### config.mk
export PLATFORM = sky130hd
export DESIGN_NAME = tmr_ctrl
export DESIGN_NICKNAME = d
export VERILOG_FILES = /design/src/tmr_pkg.sv /design/src/tmr_ctrl.sv
export SDC_FILE = /design/constraint.sdc
export NUM_CORES = 1
export LEC_CHECK = 0
export ABC_AREA = 1
export BUFFER_PORTS_ARGS = -buffer_cell sky130_fd_sc_hd__buf_2
export CAP_MARGIN = 20
export CORE_AREA = 2 2 39 41
export CTS_BUF_LIST = sky130_fd_sc_hd__clkbuf_8
export DETAILED_ROUTE_END_ITERATION = 8
export DIE_AREA = 0 0 41 43
export GPL_TIMING_DRIVEN = 0
export PLACE_DENSITY = 0.55
export RECOVER_POWER = 50
export SYNTH_ARGS = -nofsm -noshare
export SYNTH_HDL_FRONTEND = slang
export SYNTH_SLANG_ARGS = --single-unit
### constraint.sdc
create_clock -name clock -period 1.99 [get_ports clock]
set_input_delay 0.199 -clock clock [delete_from_list [all_inputs] [get_ports clock]]
set_output_delay 0.199 -clock clock [all_outputs]
set_load 0.03 [all_outputs]
### src/tmr_pkg.sv
package tmr_pkg;

   localparam int TILE_COUNT_DEF   = 256;
   localparam int FRAME_WIDTH_DEF  = 320;
   localparam int FRAME_HEIGHT_DEF = 200;

   // Largest map the block draws, in tiles, before the frame size limits it.
   localparam int MAX_MAP_COLS = 40;
   localparam int MAX_MAP_ROWS = 25;

   localparam int TILE_SIZE = 8;
   localparam int ROW_IDX_W = 3;
   localparam logic [ROW_IDX_W-1:0] LAST_ROW = 3'd7;

   localparam int COL_W = 6;
   localparam int ROWS_W = 5;
   localparam int ADDR_W = 16;

   localparam int CSR_INDEX_W = 1;
   localparam int CSR_DATA_W = 6;
   localparam logic [CSR_INDEX_W-1:0] CSR_MAP_WIDTH  = 1'b0;
   localparam logic [CSR_INDEX_W-1:0] CSR_MAP_HEIGHT = 1'b1;
   localparam logic [COL_W-1:0]  MAP_WIDTH_RESET  = 6'd40;
   localparam logic [ROWS_W-1:0] MAP_HEIGHT_RESET = 5'd25;

   localparam logic OP_LOAD = 1'b0;
   localparam logic OP_DRAW = 1'b1;

   typedef struct packed {
      logic                 load_we;
      logic                 draw_start;
      logic                 rd_issue;
      logic [ROW_IDX_W-1:0] rd_row;
      logic                 out_load;
   } cmd_type;

   typedef struct packed {
      logic [ADDR_W-1:0] row_address;
      logic [7:0][1:0]   pixels;
      logic              last_row;
   } row_type;

endpackage

### src/tmr_ctrl.sv
module tmr_ctrl (
   input  logic              clock,
   input  logic              reset,
   input  logic              req_valid,
   input  logic              req_operation,
   input  logic              rsp_ready,
   output logic              req_ready,
   output logic              rsp_valid,
   output tmr_pkg::cmd_type  cmd
);

   typedef enum logic {
      ST_IDLE,
      ST_RUN
   } state_type;

   state_type state_ff, state_in;
   logic [tmr_pkg::ROW_IDX_W-1:0] row_ff, row_in;
   logic rd_v_ff, rd_v_in;
   logic out_v_ff, out_v_in;

   logic pop, move, rd_free, issue, last_issue, accept;

   always_comb begin
      pop        = out_v_ff && rsp_ready;
      move       = rd_v_ff && (!out_v_ff || pop);
      rd_free    = !rd_v_ff || move;
      issue      = (state_ff == ST_RUN) && rd_free;
      last_issue = issue && (row_ff == tmr_pkg::LAST_ROW);
      // The next item is taken in the cycle that reads the last tile row.
      req_ready  = (state_ff == ST_IDLE) || last_issue;
      accept     = req_valid && req_ready;

      cmd.load_we    = accept && (req_operation == tmr_pkg::OP_LOAD);
      cmd.draw_start = accept && (req_operation == tmr_pkg::OP_DRAW);
      cmd.rd_issue   = issue;
      cmd.rd_row     = row_ff;
      cmd.out_load   = move;

      state_in = state_ff;
      row_in   = row_ff;
      if (cmd.draw_start) begin
         state_in = ST_RUN;
         row_in   = '0;
      end else if (last_issue) begin
         state_in = ST_IDLE;
      end else if (issue) begin
         row_in = row_ff + 1'b1;
      end

      rd_v_in  = issue ? 1'b1 : (move ? 1'b0 : rd_v_ff);
      out_v_in = move ? 1'b1 : (pop ? 1'b0 : out_v_ff);
   end

   always_ff @(posedge clock) begin
      if (reset) begin
         state_ff <= ST_IDLE;
         row_ff   <= '0;
         rd_v_ff  <= 1'b0;
         out_v_ff <= 1'b0;
      end else begin
         state_ff <= state_in;
         row_ff   <= row_in;
         rd_v_ff  <= rd_v_in;
         out_v_ff <= out_v_in;
      end
   end

   assign rsp_valid = out_v_ff;

endmodule

# --- Word level (Yosys, flattened, before mapping) ---
# Index checks and enable logic that the tools add are counted.
op_classes:
  n_mux: 6
  eq_ne: 1
  reduce_logical: 17
  n_bitwise: 3
  add_sub_neg: 1
ops:
  columns: ["op", "n"]
  rows:
  - ["logical AND 1 bit", 7]
  - ["2-to-1 mux 1 bit", 6]
  - ["nonzero test 2 bit", 3]
  - ["adder 3 x 1 -> 3 bit (second input constant)", 1]
  - ["equality test 3 bit (second input constant)", 1]
  - ["logical OR 1 bit", 3]
  - ["NOT 1 bit", 3]
  - ["zero test 1 bit", 2]
  - ["AND reduction 2 bit", 1]
  - ["OR reduction 2 bit", 1]
totals:
  ff_bits: 6
  output_inout_bits: 9
  input_bits: 5
  wordCells: 32

# --- Logic depth before layout (Yosys ltp) ---
logic_depth:
  ltp_word: 10
  ltp_mapped: 8
  ltp_nobuf: 8

# --- Worst setup path after synthesis ---
# OpenSTA, ideal clock, no wires.
synth_timing:
  path_kind: "register to output"
  start: "reg row_ff[0] in the netlist's numbering"
  end: "out cmd[6] in the netlist's numbering"
  path_slack_ns: 0.236
  stages_incl_launch_ff: 7
  required_ns: 1.791
  t_arrival_ns: 1.555
  n_path_buf: 0
  path_cell_list: "dfxtp_1 -> ha_1 -> ha_1 -> nand2_2 -> nand2_4 -> nand2_1 -> nor2_1"
synth_rtl:
  columns: ["item", "line_no", "source"]
  rows:
  - ["start: declaration", "tmr_ctrl.sv:18", "logic [tmr_pkg::ROW_IDX_W-1:0] row_ff, row_in;"]
  - ["start signal: assignment", "tmr_ctrl.sv:63", "row_ff <= row_in;"]
  - ["end: declaration", "tmr_ctrl.sv:9", "output tmr_pkg::cmd_type cmd"]

==> results.cfg <==
[finish]
fin_area_um2 = 485
antenna_cells = 0
drive_above_1_share_pct = 29.9
nets = 76
area.growth.synth_to_final_pct = 28.9

[synthesis]
synth_cell_types = 14
syn_avg_cell_area_um2 = 7.38
postSynthNetCount = 58
syn_inst = 51
yosys_warnings = 0
ys_seq_area_share_pct = 31.9
ys_ff_latch = 6
synth_area_um2 = 377

[placed_design]
placed_area_um2 = 462
gp_congestion = 0.675
portBuffers = 13
hpwl_um = 500

[detailed_routing]
wl_per_cell_um = 7.73
postRouteAntennaNets = 0
initialDrtViolationCount = 7
via_per_inst = 4.11
via_count = 341
post-route-drc-count = 0
firstDrtPassIters = 4
wirelength_um = 642

[power_and_ir_drop]
p_switching_w = 0.0000948
sequentialPowerShare_pct = 35.2
p_leak_nw = 0.264
switching_share_pct = 25.5
intPower_w = 0.000278
powerDensity_nw_per_um2 = 767
ir_drop_mv = 0.313
p_comb_share_pct = 16.1
power.share.clock_pct = 48.6

[timing]
slew_viol_final = 0
finalClockSkew_ps = 3.83
relSlewSlack_pct = 75.8
min_period_ps = 1710
rsz0062_at_grt = no
finalHoldViolCount = 0
max_freq_mhz = 586
setup_tns_ps = 0
worst_pin_slew_ps = 365
finalSetupViolations = 0
period_share_pct = 85.8

[floorplanning]
die_area_um2 = 1760
ios = 14
core_um2 = 1380
die_w_um = 41
rows = 14
start_util_pct = 27.2
die_y_um = 43

[global_routing]
grt_pass1_vias = 272
antenna_found_initial = 0
grt_pass1_wl_mm = 1.05
grt_use_total_pct = 9.64
grt_max_degree = 8
grt_overflow = 0

[clocking]
clkSinkCount = 6
clock_path_buffers = 2
cts.clk_slew.worst_paths_ps = 40
cts_resized = 0
cts_hold_buffers = 0
cts-buffers-inserted = 3
cts_max_level = 1
clockRootBuffer = clkbuf_8
cts_setup_buffers = 0
cts_tree = yes
clock_latency_ps = 220

[run_status]
status = completed

[worst_setup_path]
start_kind = register
cp_max_fo = 4
critPathCaptureType = output pin
arrival_ps = 1510
critPathKind = register to output pin
cp.required_ps = 1790

[worst_hold_path]
hp-class = input pin to register

[run]
drv_cap = 0
[registers in the layout (all words and copies together) (netlist names)]
signal,cells
state_ff,1
row_ff,3
rd_v_ff,1
rsp_valid,1
[cell families (layout without fill, tap and decap cells)]
kind of cell,after synthesis,in the layout,synth area share (%)
AOI/OAI and AO/OA,4,4,5.31
DFF,6,6,31.9
buffers and inverters,16,32,18.9
and+or+nand+nor,23,23,37.2
adders and majority gates,2,2,6.64
[metrics by stage]
step	util [%]	total power [W]	instances	setup slack [ps]	hold slack, ps
after floorplan	-	0.000178	51	236	268
after detailed placement	33.4	0.000196	80	524	402
after global routing	35.1	0.000392	83	193	177
after global placement	33.4	0.000196	80	520	398
final	35.1	0.000372	83	283	172
after CTS	36.3	0.000379	83	277	173
[final cells by class]
type,count,area [um2]
repair buffers,13,60.1
clock buffers,3,41.3
flip-flops and latches,6,120
inverters,13,48.8
well taps,16,20.0
multi-input cells,29,173
fillers,160,898
plain buffers,3,22.5
[routing by layer]
metal	vias up	track usage (%)	wire, um
met5	-	0	0
met4	0	12.0	40
met3	4	3.14	42
met2	13	10.9	243
met1	139	11.9	316
li1	185	-	-
[power by group through the flow]
stage               Combinational, W  Clock, W  Sequential [W]
finish                     0.0000601  0.000181        0.000131
global route               0.0000671  0.000193        0.000132
CTS                        0.0000625  0.000185        0.000132
detailed placement         0.0000622         0        0.000134
global placement           0.0000621         0        0.000134
floorplan                  0.0000406         0        0.000138
[cells in the final DEF, fill, tap and decap left out]
master,instances
inv_2,1
nand2_2,1
buf_4,3
nand3_1,2
nor2_1,4
ha_1,2
clkbuf_8,3
inv_1,12
nand4_1,3
dfxtp_1,6
buf_2,9
nand2_4,2
nand2_1,10
nand3_4,1
a21oi_1,3
clkbuf_1,4
o21ai_0,1
[Yosys cell counts]
cell / n / area, um2
nand3_4: 2 / 35.0
buf_4: 3 / 22.5
dfxtp_1: 6 / 120
nor2_1: 4 / 15.0
nand2_4: 2 / 22.5
ha_1: 2 / 25.0
nand3_1: 1 / 5.00
nand2_2: 1 / 6.26
a21oi_1: 3 / 15.0
nand2_1: 10 / 37.5
o21ai_0: 1 / 5.00
nand4_1: 3 / 18.8
inv_1: 12 / 45.0
inv_2: 1 / 3.75
[worst max-delay path: stages (launching register included)]
cell	delay, ps
dfxtp_1	330
ha_1	210
ha_1	200
nand2_2	90
nand2_4	70
nand3_4	80
inv_1	40
buf_4	110
buf_2	160
[worst paths after layout]
| kind | start | slack, ps | depth (start not counted) | end |
|---|---|---|---|---|
| worst max register to register | row_ff[0] | 670 | 8 | row_ff[1] |
| worst min-delay path | reset | 170 | 2 | rsp_valid |
| worst min register to register | rd_v_ff | 470 | 2 | rsp_valid |
| worst max-delay path | row_ff[0] | 280 | 8 | cmd[5] |
No activity file was read; power rests on OpenSTA's default activity.
